`src/rtl/rbr_pkg.sv`:
```
`timescale 1ns / 1ps
`default_nettype none
package rbr_pkg;

    localparam int MAX_ROWS     = 64;
    localparam int MAX_COLS     = 64;
    localparam int MAX_CHANNELS = 16;
    localparam int FRAC_BITS    = 16;

    localparam int CHAN_W  = 4;
    localparam int ROW_W   = 6;
    localparam int COL_W   = 6;
    localparam int SIZE_W  = 7;
    localparam int CNT_W   = 5;
    localparam int SMP_W   = 16;
    localparam int CFG_AW  = 3;

    // reciprocal scaling for the position divide
    localparam int RECIP_SHIFT = 28;
    localparam int RECIP_W     = RECIP_SHIFT + 1;
    localparam int RECIP_N     = 1 << SIZE_W;
    localparam int M_W         = ROW_W + ROW_W;
    localparam int NUM_W       = M_W + FRAC_BITS;
    localparam int Q_W         = ROW_W + FRAC_BITS;
    localparam int QD_W        = NUM_W + 1;

    // four banks split on row and column parity
    localparam int BANK_AW    = CHAN_W + ROW_W - 1 + COL_W - 1;
    localparam int BANK_DEPTH = MAX_CHANNELS * MAX_ROWS * MAX_COLS / 4;

    // blend arithmetic widths
    localparam int W_W   = FRAC_BITS + 2;
    localparam int P_W   = W_W + SMP_W;
    localparam int S_W   = P_W + 1;
    localparam int WP_W  = W_W + S_W;
    localparam int SUM_W = WP_W + 1;
    localparam int RND_SH = 2 * FRAC_BITS;
    localparam int RES_W  = SUM_W - RND_SH;

    localparam logic MODE_LOAD   = 1'b0;
    localparam logic MODE_SAMPLE = 1'b1;

    typedef enum logic [CFG_AW-1:0] {
        CFG_MAP_H    = 3'd0,
        CFG_MAP_W    = 3'd1,
        CFG_OUT_H    = 3'd2,
        CFG_OUT_W    = 3'd3,
        CFG_CHAN_CNT = 3'd4
    } t_cfg_idx;

    typedef struct packed {
        logic [SIZE_W-1:0] map_h;
        logic [SIZE_W-1:0] map_w;
        logic [SIZE_W-1:0] out_h;
        logic [SIZE_W-1:0] out_w;
        logic [CNT_W-1:0]  chan_cnt;
    } t_cfg;

    typedef struct packed {
        logic              mode;
        logic [CHAN_W-1:0] chan;
        logic [ROW_W-1:0]  row;
        logic [COL_W-1:0]  col;
        logic [SMP_W-1:0]  sample;
        logic [SIZE_W-1:0] x_start;
        logic [SIZE_W-1:0] y_start;
        logic [SIZE_W-1:0] x_end;
        logic [SIZE_W-1:0] y_end;
    } t_item;

    // store access request: a load write or a four-neighbor read
    typedef struct packed {
        logic                 vld;
        logic                 res;
        logic                 err;
        logic                 we;
        logic [CHAN_W-1:0]    chan;
        logic [ROW_W-1:0]     y0;
        logic [COL_W-1:0]     x0;
        logic                 dy;
        logic                 dx;
        logic [FRAC_BITS-1:0] fy;
        logic [FRAC_BITS-1:0] fx;
        logic [SMP_W-1:0]     wdata;
    } t_req;

    // four neighbors with their weights
    typedef struct packed {
        logic                 vld;
        logic                 err;
        logic [FRAC_BITS-1:0] fy;
        logic [FRAC_BITS-1:0] fx;
        logic [SMP_W-1:0]     s00;
        logic [SMP_W-1:0]     s01;
        logic [SMP_W-1:0]     s10;
        logic [SMP_W-1:0]     s11;
    } t_tap;

endpackage
`default_nettype wire

```
`src/rtl/rbr_pos.sv`:
```
`timescale 1ns / 1ps
`default_nettype none
module rbr_pos import rbr_pkg::*; (
    input  wire logic  i_clk,
    input  wire logic  i_rst_n,
    input  wire logic  i_adv,
    input  wire logic  i_acc,
    input  wire t_item i_item,
    input  wire t_cfg  i_cfg,
    output t_req       o_req
);

    // reciprocal table floor(2^28 / d)
    logic [RECIP_W-1:0] w_recip [RECIP_N];
    for (genvar g = 0; g < RECIP_N; g++) begin : g_recip
        if (g == 0) begin : g_zero
            assign w_recip[g] = '0;
        end else begin : g_div
            localparam logic [RECIP_W-1:0] RECIP = RECIP_W'((64'd1 << RECIP_SHIFT) / g);
            assign w_recip[g] = RECIP;
        end
    end

    // stage 1: range checks, scaled index, reciprocal lookup
    logic [SIZE_W-1:0] n_mh, n_mw, n_rh, n_rw, n_rhm1, n_rwm1, n_dy, n_dx;
    logic [CNT_W-1:0]  n_nc;
    logic              n_err, n_we;
    logic [M_W-1:0]    n_my, n_mx;

    always_comb begin
        n_mh = (i_cfg.map_h > SIZE_W'(MAX_ROWS)) ? SIZE_W'(MAX_ROWS) : i_cfg.map_h;
        n_mw = (i_cfg.map_w > SIZE_W'(MAX_COLS)) ? SIZE_W'(MAX_COLS) : i_cfg.map_w;
        n_nc = (i_cfg.chan_cnt > CNT_W'(MAX_CHANNELS)) ? CNT_W'(MAX_CHANNELS)
                                                        : i_cfg.chan_cnt;
        n_err = (i_item.x_end > n_mw) || (i_item.y_end > n_mh)
             || (i_item.x_start >= i_item.x_end) || (i_item.y_start >= i_item.y_end)
             || ({1'b0, i_item.chan} >= n_nc)
             || ({1'b0, i_item.row} >= i_cfg.out_h)
             || ({1'b0, i_item.col} >= i_cfg.out_w);
        n_we = (i_item.mode == MODE_LOAD) && ({1'b0, i_item.chan} < n_nc)
            && ({1'b0, i_item.row} < n_mh) && ({1'b0, i_item.col} < n_mw);
        n_rh   = i_item.y_end - i_item.y_start;
        n_rw   = i_item.x_end - i_item.x_start;
        n_rhm1 = n_rh - SIZE_W'(1);
        n_rwm1 = n_rw - SIZE_W'(1);
        n_my   = n_rhm1[ROW_W-1:0] * i_item.row;
        n_mx   = n_rwm1[COL_W-1:0] * i_item.col;
        n_dy   = i_cfg.out_h - SIZE_W'(1);
        n_dx   = i_cfg.out_w - SIZE_W'(1);
    end

    logic                r1_vld, r1_res, r1_err, r1_we;
    logic [CHAN_W-1:0]   r1_chan;
    logic [ROW_W-1:0]    r1_row;
    logic [COL_W-1:0]    r1_col;
    logic [SMP_W-1:0]    r1_wdata;
    logic [SIZE_W-1:0]   r1_xs, r1_ys, r1_rh, r1_rw, r1_dy, r1_dx;
    logic [M_W-1:0]      r1_my, r1_mx;
    logic [RECIP_W-1:0]  r1_ry, r1_rx;

    always_ff @(posedge i_clk) begin
        if (!i_rst_n) begin
            r1_vld <= 1'b0;
        end else if (i_adv) begin
            r1_vld <= i_acc;
        end
        if (i_adv) begin
            r1_res   <= (i_item.mode == MODE_SAMPLE);
            r1_err   <= n_err;
            r1_we    <= n_we;
            r1_chan  <= i_item.chan;
            r1_row   <= i_item.row;
            r1_col   <= i_item.col;
            r1_wdata <= i_item.sample;
            r1_xs    <= i_item.x_start;
            r1_ys    <= i_item.y_start;
            r1_rh    <= n_rh;
            r1_rw    <= n_rw;
            r1_dy    <= n_dy;
            r1_dx    <= n_dx;
            r1_my    <= n_my;
            r1_mx    <= n_mx;
            r1_ry    <= w_recip[n_dy];
            r1_rx    <= w_recip[n_dx];
        end
    end

    // stage 2: quotient estimate by reciprocal multiply
    logic [M_W+RECIP_W-1:0] n_py, n_px;
    assign n_py = r1_my * r1_ry;
    assign n_px = r1_mx * r1_rx;

    logic                r2_vld, r2_res, r2_err, r2_we;
    logic [CHAN_W-1:0]   r2_chan;
    logic [ROW_W-1:0]    r2_row;
    logic [COL_W-1:0]    r2_col;
    logic [SMP_W-1:0]    r2_wdata;
    logic [SIZE_W-1:0]   r2_xs, r2_ys, r2_rh, r2_rw, r2_dy, r2_dx;
    logic [M_W-1:0]      r2_my, r2_mx;
    logic [Q_W-1:0]      r2_qy, r2_qx;

    always_ff @(posedge i_clk) begin
        if (!i_rst_n) begin
            r2_vld <= 1'b0;
        end else if (i_adv) begin
            r2_vld <= r1_vld;
        end
        if (i_adv) begin
            r2_res   <= r1_res;
            r2_err   <= r1_err;
            r2_we    <= r1_we;
            r2_chan  <= r1_chan;
            r2_row   <= r1_row;
            r2_col   <= r1_col;
            r2_wdata <= r1_wdata;
            r2_xs    <= r1_xs;
            r2_ys    <= r1_ys;
            r2_rh    <= r1_rh;
            r2_rw    <= r1_rw;
            r2_dy    <= r1_dy;
            r2_dx    <= r1_dx;
            r2_my    <= r1_my;
            r2_mx    <= r1_mx;
            r2_qy    <= n_py[RECIP_SHIFT-FRAC_BITS +: Q_W];
            r2_qx    <= n_px[RECIP_SHIFT-FRAC_BITS +: Q_W];
        end
    end

    // stage 3: remainder check lifts the estimate by one where short
    logic [QD_W-1:0] n_qdy, n_qdx, n_remy, n_remx;
    logic            n_incy, n_incx;

    always_comb begin
        n_qdy  = QD_W'(r2_qy * r2_dy);
        n_qdx  = QD_W'(r2_qx * r2_dx);
        n_remy = QD_W'({r2_my, {FRAC_BITS{1'b0}}}) - n_qdy;
        n_remx = QD_W'({r2_mx, {FRAC_BITS{1'b0}}}) - n_qdx;
        n_incy = (r2_dy != '0) && (n_remy >= QD_W'(r2_dy));
        n_incx = (r2_dx != '0) && (n_remx >= QD_W'(r2_dx));
    end

    logic                r3_vld, r3_res, r3_err, r3_we;
    logic [CHAN_W-1:0]   r3_chan;
    logic [ROW_W-1:0]    r3_row;
    logic [COL_W-1:0]    r3_col;
    logic [SMP_W-1:0]    r3_wdata;
    logic [SIZE_W-1:0]   r3_xs, r3_ys, r3_rh, r3_rw;
    logic [Q_W-1:0]      r3_qy, r3_qx;

    always_ff @(posedge i_clk) begin
        if (!i_rst_n) begin
            r3_vld <= 1'b0;
        end else if (i_adv) begin
            r3_vld <= r2_vld;
        end
        if (i_adv) begin
            r3_res   <= r2_res;
            r3_err   <= r2_err;
            r3_we    <= r2_we;
            r3_chan  <= r2_chan;
            r3_row   <= r2_row;
            r3_col   <= r2_col;
            r3_wdata <= r2_wdata;
            r3_xs    <= r2_xs;
            r3_ys    <= r2_ys;
            r3_rh    <= r2_rh;
            r3_rw    <= r2_rw;
            r3_qy    <= r2_qy + Q_W'(n_incy);
            r3_qx    <= r2_qx + Q_W'(n_incx);
        end
    end

    // stage 4: integer part, edge clamp, store coordinates
    logic [SIZE_W-1:0] n_iy, n_ix, n_y0, n_x0;
    t_req              n_req, r_req;

    always_comb begin
        n_iy = SIZE_W'(r3_qy[Q_W-1:FRAC_BITS]);
        n_ix = SIZE_W'(r3_qx[Q_W-1:FRAC_BITS]);
        n_y0 = r3_ys + n_iy;
        n_x0 = r3_xs + n_ix;
        n_req.vld   = r3_vld;
        n_req.res   = r3_res;
        n_req.err   = r3_err;
        n_req.we    = r3_we && !r3_res;
        n_req.chan  = r3_chan;
        n_req.y0    = r3_res ? n_y0[ROW_W-1:0] : r3_row;
        n_req.x0    = r3_res ? n_x0[COL_W-1:0] : r3_col;
        n_req.dy    = (n_iy + SIZE_W'(1)) < r3_rh;
        n_req.dx    = (n_ix + SIZE_W'(1)) < r3_rw;
        n_req.fy    = r3_qy[FRAC_BITS-1:0];
        n_req.fx    = r3_qx[FRAC_BITS-1:0];
        n_req.wdata = r3_wdata;
    end

    always_ff @(posedge i_clk) begin
        if (!i_rst_n) begin
            r_req.vld <= 1'b0;
        end else if (i_adv) begin
            r_req.vld <= n_req.vld;
        end
        if (i_adv) begin
            r_req.res   <= n_req.res;
            r_req.err   <= n_req.err;
            r_req.we    <= n_req.we;
            r_req.chan  <= n_req.chan;
            r_req.y0    <= n_req.y0;
            r_req.x0    <= n_req.x0;
            r_req.dy    <= n_req.dy;
            r_req.dx    <= n_req.dx;
            r_req.fy    <= n_req.fy;
            r_req.fx    <= n_req.fx;
            r_req.wdata <= n_req.wdata;
        end
    end

    assign o_req = r_req;

endmodule
`default_nettype wire

```
`config.mk`:
```
export PLATFORM = sky130hd
export DESIGN_NAME = rbr_pos
export DESIGN_NICKNAME = d
export VERILOG_FILES = /design/src/rtl/rbr_pkg.sv /design/src/rtl/rbr_pos.sv
export SDC_FILE = /design/constraint.sdc
export NUM_CORES = 2
export LEC_CHECK = 0
export BUFFER_PORTS_ARGS = -buffer_cell sky130_fd_sc_hd__buf_2
export CAP_MARGIN = 20
export CORE_MARGIN = 2
export CORE_UTILIZATION = 45
export CTS_BUF_LIST = sky130_fd_sc_hd__clkbuf_2
export DETAILED_ROUTE_END_ITERATION = 12
export PLACE_DENSITY = 0.67
export SYNTH_ARGS = -nofsm -noshare
export SYNTH_HDL_FRONTEND = slang
export SYNTH_SLANG_ARGS = --single-unit
```
`constraint.sdc`:
```
create_clock -name i_clk -period 10.78 [get_ports i_clk]
set_input_delay 2.156 -clock i_clk [delete_from_list [all_inputs] [get_ports i_clk]]
set_output_delay 2.156 -clock i_clk [all_outputs]
set_load 0.03 [all_outputs]
```
# ---- Yosys cells after proc, flatten, opt, wreduce, memory -nomap -nowiden
# Memory sizes are Yosys's and may differ from the RTL's. A register that Yosys moved wholly into a read port is not among the register bits.
# Index checks and enable logic that the tools add are counted.
# Widths: inputs -> output; s select.
dict set report op_classes {
  add_sub_neg 14
  mul 6
  order_cmp 17
  n_mux 5
  n_bitwise 3
  n_reduce_logical 15
}
# op count
set ops {}
lappend ops {{$mul 12x29->34} 2}
lappend ops {{$ge 29x7->1} 2}
lappend ops {{$mul 22x7->29} 2}
lappend ops {{$sub 28x29->29} 2}
lappend ops {{$add 22x1->22} 2}
lappend ops {{$mul 6x6->12} 2}
lappend ops {{$not 7->8} 2}
lappend ops {{$add 6x1->7 const B} 2}
lappend ops {{$ge 6x7->1} 2}
lappend ops {{$ge 7x7->1} 2}
lappend ops {{$gt 7x7->1} 2}
lappend ops {{$gt 7x7->1 const B} 2}
lappend ops {{$lt 6x7->1} 2}
lappend ops {{$lt 7x7->1} 2}
lappend ops {{$mux 7} 2}
lappend ops {{$reduce_bool 7->1} 2}
lappend ops {{$sub 7x1->7 const B} 2}
lappend ops {{$sub 7x7->7} 2}
lappend ops {{$add 6x6->6} 2}
lappend ops {{$mux 6} 2}
lappend ops {{$sub 6x1->6 const B} 2}
lappend ops {{$logic_and 1x1->1} 6}
lappend ops {{$logic_or 1x1->1} 6}
lappend ops {{$ge 4x5->1} 1}
lappend ops {{5 further kinds} 5}
dict set report word_totals {
  regBits 420
  romBits 7424
  inputBits 98
  output_inout_bits 70
  word_cells 122
  n_memories 2
}
# name depth word_bits rd rd_ports_with_merged_regs write_ports line_no
set mem_list {}
lappend mem_list {{(no name shown)} 128 29 1 1 0 rbr_pos.sv:84} ;# r1_rx <= w_recip[n_dx];
lappend mem_list {{(no name shown)} 128 29 1 1 0 rbr_pos.sv:83} ;# r1_ry <= w_recip[n_dy];

# ---- Longest topological paths before layout
dict set report logic_depth {
  ltp_word 9
  mapped_depth 33
  mapped_depth_nobuf 32
}

# ---- Worst setup path before layout
# No wires, ideal clock.
dict set report synth_path {
  path_type {input-to-reg}
  startpoint {input i_item[0] (netlist name)}
  endpoint {register r1_my[11], data pin}
  setup_time_ns 0.258
  arrival_time_ns 6.636
  required_time_ns 10.522
  slack_ns 3.887
  cell_stages 23
  cell_sequence {inv_1 > ha_1 > inv_1 > fa_1 > a21o_1 > a21oi_1 > xnor2_1 > nor3_1 > xor2_1 > and2_1 > fa_1 > inv_1 > fa_1 > fa_1 > inv_1 > ha_1 > a21o_1 > a21oi_1 > o21bai_1 > a21oi_1 > o21bai_1 > a21oi_1 > xnor2_1}
}
dict set report synth_between {
  elab_chain_len 3
}
# element line_no
set synth_rtl {}
lappend synth_rtl {{from (decl)} rbr_pos.sv:8} ;# input wire t_item i_item,
lappend synth_rtl {{$sub 7x7->7} rbr_pos.sv:42} ;# n_rh = i_item.y_end - i_item.y_start;
lappend synth_rtl {{named net n_rh[4]} rbr_pos.sv:25} ;# logic [SIZE_W-1:0] n_mh, n_mw, n_rh, n_rw, n_rhm1, n_rwm1, n_dy, n_dx;
lappend synth_rtl {{$sub 6x1->6} rbr_pos.sv:44} ;# n_rhm1 = n_rh - SIZE_W'(1);
lappend synth_rtl {{$mul 6x6->12} rbr_pos.sv:46} ;# n_my = n_rhm1[ROW_W-1:0] * i_item.row;
lappend synth_rtl {{named net n_my[11]} rbr_pos.sv:28} ;# logic [M_W-1:0] n_my, n_mx;
lappend synth_rtl {{to (signal assigned)} rbr_pos.sv:81} ;# r1_my <= n_my;
lappend synth_rtl {{to (decl)} rbr_pos.sv:58} ;# logic [M_W-1:0] r1_my, r1_mx;
# The timed path passes the listed nets, and every way through them passes these cells.
# A chain may end at the register's enable or synchronous reset.

# ---- Final worst setup path
dict set report layout_path {
  startpoint {register r2_dy[2]}
  endpoint {register r3_qy[16], data pin}
}
dict set report layout_between {
  elab_chain_len 5
  word_cells_on_any_way 6
}
# element line_no
set layout_rtl {}
lappend layout_rtl {{from (decl)} rbr_pos.sv:98} ;# logic [SIZE_W-1:0] r2_xs, r2_ys, r2_rh, r2_rw, r2_dy, r2_dx;
lappend layout_rtl {{from (signal assigned)} rbr_pos.sv:120} ;# r2_dy <= r1_dy;
lappend layout_rtl {{$mul 22x7->29} rbr_pos.sv:134} ;# n_qdy = QD_W'(r2_qy * r2_dy);
lappend layout_rtl {{$sub 28x29->29} rbr_pos.sv:136} ;# n_remy = QD_W'({r2_my, {FRAC_BITS{1'b0}}}) - n_qdy;
lappend layout_rtl {{$ge 29x7->1} rbr_pos.sv:138} ;# n_incy = (r2_dy != '0) && (n_remy >= QD_W'(r2_dy));
lappend layout_rtl {{$logic_and 1x1->1 *} rbr_pos.sv:138}
lappend layout_rtl {{$add 22x1->22 *} rbr_pos.sv:168} ;# r3_qy <= r2_qy + Q_W'(n_incy);
lappend layout_rtl {{to (signal assigned)} rbr_pos.sv:168}
lappend layout_rtl {{to (decl)} rbr_pos.sv:148} ;# logic [Q_W-1:0] r3_qy, r3_qx;
# Mark *: on every way between the ends. The rest lies on a longest branch, timed or not.

==> flow_summary.json <==
{
  "outcome": "finished clean",
  "dpl_cell_area_um2": 58100,
  "drt_pre_antenna_iters": 9,
  "worstPathRequired_ps": 11850,
  "root_buffer": "clkbuf_2",
  "cp_num_buf_inv": 3,
  "min_path_type": "register to register",
  "syn-cell-area_um2": 56000,
  "routed_wl_um": 161000,
  "clk_latency_ps": 1400,
  "initial_core_util_pct": 45.3,
  "dieArea_um2": 127000,
  "dpl.hpwl_um": 118000,
  "drv_cap": 0,
  "muxShareOfSynthArea_pct": 0.715,
  "synth_edf_count": 474,
  "setup.worst_path.end_class": "register",
  "vias": 43900,
  "startpoint_type": "register",
  "dp_slack_ps": 3000,
  "drive_gt1_share_pct": 7.98,
  "grt_start_max_net_pins": 97,
  "synthArstFlopShare_pct": 0,
  "drc": 0,
  "syn_to_final_growth_pct": 6.08,
  "ios": 168,
  "post_drt_via_cell_ratio": 5.71,
  "worst_pin_slew_ps": 1100,
  "slowest_stage": "edfxtp_1",
  "setup_viol": 0,
  "clkTransAtPathRegs_ps": 100,
  "syn_area_per_cell_um2": 9.43,
  "fin_area_um2": 59400,
  "crit_start": "r2_dy[2]",
  "drtIter0Drc": 4101,
  "clock_sinks": 478,
  "slew_viol_final": 0,
  "ys_seq_area_share_pct": 25.6,
  "crit_family": "adder cells",
  "die_w_um": 357,
  "io_buffers": 167,
  "hp-start": "r3_wdata[2]",
  "yosys.area_share.simple_pct": 15.7,
  "clockBufferDepth": 3,
  "postCtsHoldBufs": 0,
  "slowest_delay_ps": 1050,
  "slew_headroom_pct": 27.0,
  "hold_violations": 0,
  "synth_warnings": 0,
  "worst_slack_ps": 2900,
  "track_usage_pct": 25.7,
  "synth_compound_area_share_pct": 11.3,
  "r2r-start": "r2_dy[2]",
  "synth-xor-area-share_pct": 2.93,
  "dpl.cell_count": 7450,
  "fin_setup_tns_ps": 0,
  "fmax_mhz": 127,
  "worst-setup-path-type": "register to register",
  "synth_area_leader_cell": "fa_1",
  "drtAntennaViolNets": 0,
  "fin_nets": 7188,
  "core.rowCount": 129,
  "syn_nets": 7186,
  "cts_tree": "yes",
  "ys_types": 83,
  "drt-wirelength-per-cell_um": 21.0,
  "min_period_ps": 7880,
  "gp_congestion": 0.977,
  "cp.arrival_ps": 8950,
  "synth_top_area_share_pct": 27.3,
  "rsz0062_at_grt": "no",
  "cts_resized": 0,
  "grt_pass1_vias": 45200,
  "gr-total-overflow": 0,
  "die_y_um": 357,
  "cts-htree-levels": 3,
  "synthCells": 5933,
  "post-route-period-util_pct": 73.1,
  "synth-adder-area-share_pct": 36.0,
  "coreArea_um2": 123000,
  "synth-seq-cells": 478,
  "postCtsSetupBuffers": 0,
  "skew_ps": 94.1,
  "grt_pass1_wl_um": 256000,
  "crit_top_cell": "fa_1",
  "fin_cells": 7678,
  "cts_buffers": 119,
  "cp_max_fo": 24,
  "antenna_found_initial": 7,
  "yosys-top-cells-area": "fa_1 27%, edfxtp_1 25%, ha_1 8.8%",
  "synth_top_family_by_area": "adder cells",
  "synth_flop_cell": "edfxtp_1"
}
cells in the mapped netlist (9+ instances only):
| cell | number |
|---|---|
| o31ai_1 | 15 |
| and3_1 | 23 |
| nand2_1 | 994 |
| xor2_1 | 55 |
| edfxtp_1 | 474 |
| clkbuf_1 | 312 |
| nor2_1 | 273 |
| inv_1 | 788 |
| nor3_1 | 79 |
| o21ai_0 | 241 |
| mux2_2 | 10 |
| o21a_1 | 18 |
| nand3_1 | 76 |
| xnor2_1 | 132 |
| buf_2 | 13 |
| o21bai_1 | 22 |
| a21o_1 | 53 |
| a311oi_1 | 31 |
| a221oi_1 | 18 |
| or3_1 | 11 |
| a31oi_1 | 57 |
| o211ai_1 | 45 |
| o22ai_1 | 35 |
| buf_1 | 27 |
| ha_1 | 393 |
| a211oi_1 | 50 |
| o2111ai_1 | 11 |
| o221ai_1 | 13 |
| nor2b_1 | 38 |
| a21boi_0 | 9 |
| mux2i_1 | 13 |
| nand4_1 | 34 |
| nand2b_1 | 40 |
| o311ai_0 | 14 |
| and2_1 | 310 |
| fa_1 | 762 |
| a21oi_1 | 291 |
| nor4_1 | 16 |
routing by layer:
metal | track usage, % | share of wire (%) | routed length (um) | vias to the layer above
met1 | 35.8 | 43 | 69300 | 21800
met4 | 10.2 | 3.7 | 5950 | 8
met5 | 0 | 0.032 | 52 | -
li1 | - | - | - | 19700
met2 | 38.8 | 44 | 70600 | 2047
met3 | 6.09 | 9.6 | 15500 | 402
kinds of logic (layout without fill, tap and decap cells):
group,Yosys count,count (layout)
other,0,3
adder cells (fa/ha/maj),1155,1155
buffers and inverters,1149,1254
XOR/XNOR,187,187
AO/OA/AOI/OAI,1003,1003
flip-flops,478,478
multiplexers,30,30
AND/OR/NAND/NOR,1931,1931
cell usage in the layout, fill, tap and decap left out, types with 14 or more instances in the layout:
cell and count:
a211oi_1 50, a21o_1 53, a21oi_1 290, a221oi_1 18, a311oi_1 31, a31oi_1 57
and2_1 310, and3_1 23, buf_2 166, buf_4 67, clkbuf_2 165, clkinv_1 34
clkinv_2 18, edfxtp_1 474, fa_1 762, ha_1 391, inv_1 786, nand2_1 994
nand2b_1 40, nand3_1 76, nand4_1 34, nor2_1 273, nor2b_1 38, nor3_1 79
nor4_1 15, o211ai_1 45, o21a_1 18, o21ai_0 240, o21bai_1 22, o22ai_1 35
o311ai_0 14, o31ai_1 15, xnor2_1 128, xor2_1 53
state kept, by name, summed over array words and instances, names as in the netlist, 12 cells and up:
register and flops:
r2_wdata 16, r2_qy 22, r1_wdata 16, r3_wdata 16
r1_mx 12, r3_qy 22, r2_mx 12, r1_my 12
r1_rx 29, r2_qx 22, r3_qx 22, o_req 70
r2_my 12, r1_ry 29
area by class of cell:
class | instances | area, um2
fillers | 11600 | 64100
multi-input cells | 4306 | 37400
flip-flops and latches | 478 | 14300
inverters | 795 | 2980
well taps | 1637 | 2050
repair buffers | 235 | 1380
clock buffers | 165 | 826
clock inverters | 59 | 399
diodes | 3 | 7.51
stage by stage:
| step | hold slack, ps | utilization, % |
|---|---|---|
| after global placement | 400 | 47.1 |
| after global routing | 370 | 48.1 |
| after detailed placement | 405 | 47.1 |
| after floorplan | 400 | - |
| final | 361 | 48.1 |
| after CTS | 380 | 48.0 |
final timing paths:
path / to / slack (ps) / cells after the start
hold / removal: o_req[2] / 360 / 0
setup reg to reg: r3_qy[16] / 2900 / 26
setup / recovery: r3_qy[16] / 2900 / 26
hold reg to reg: o_req[2] / 360 / 0
Power is left out: the tool's default activity adds up to more than one toggle a clock period on the data nets, which glitch-free logic cannot reach.
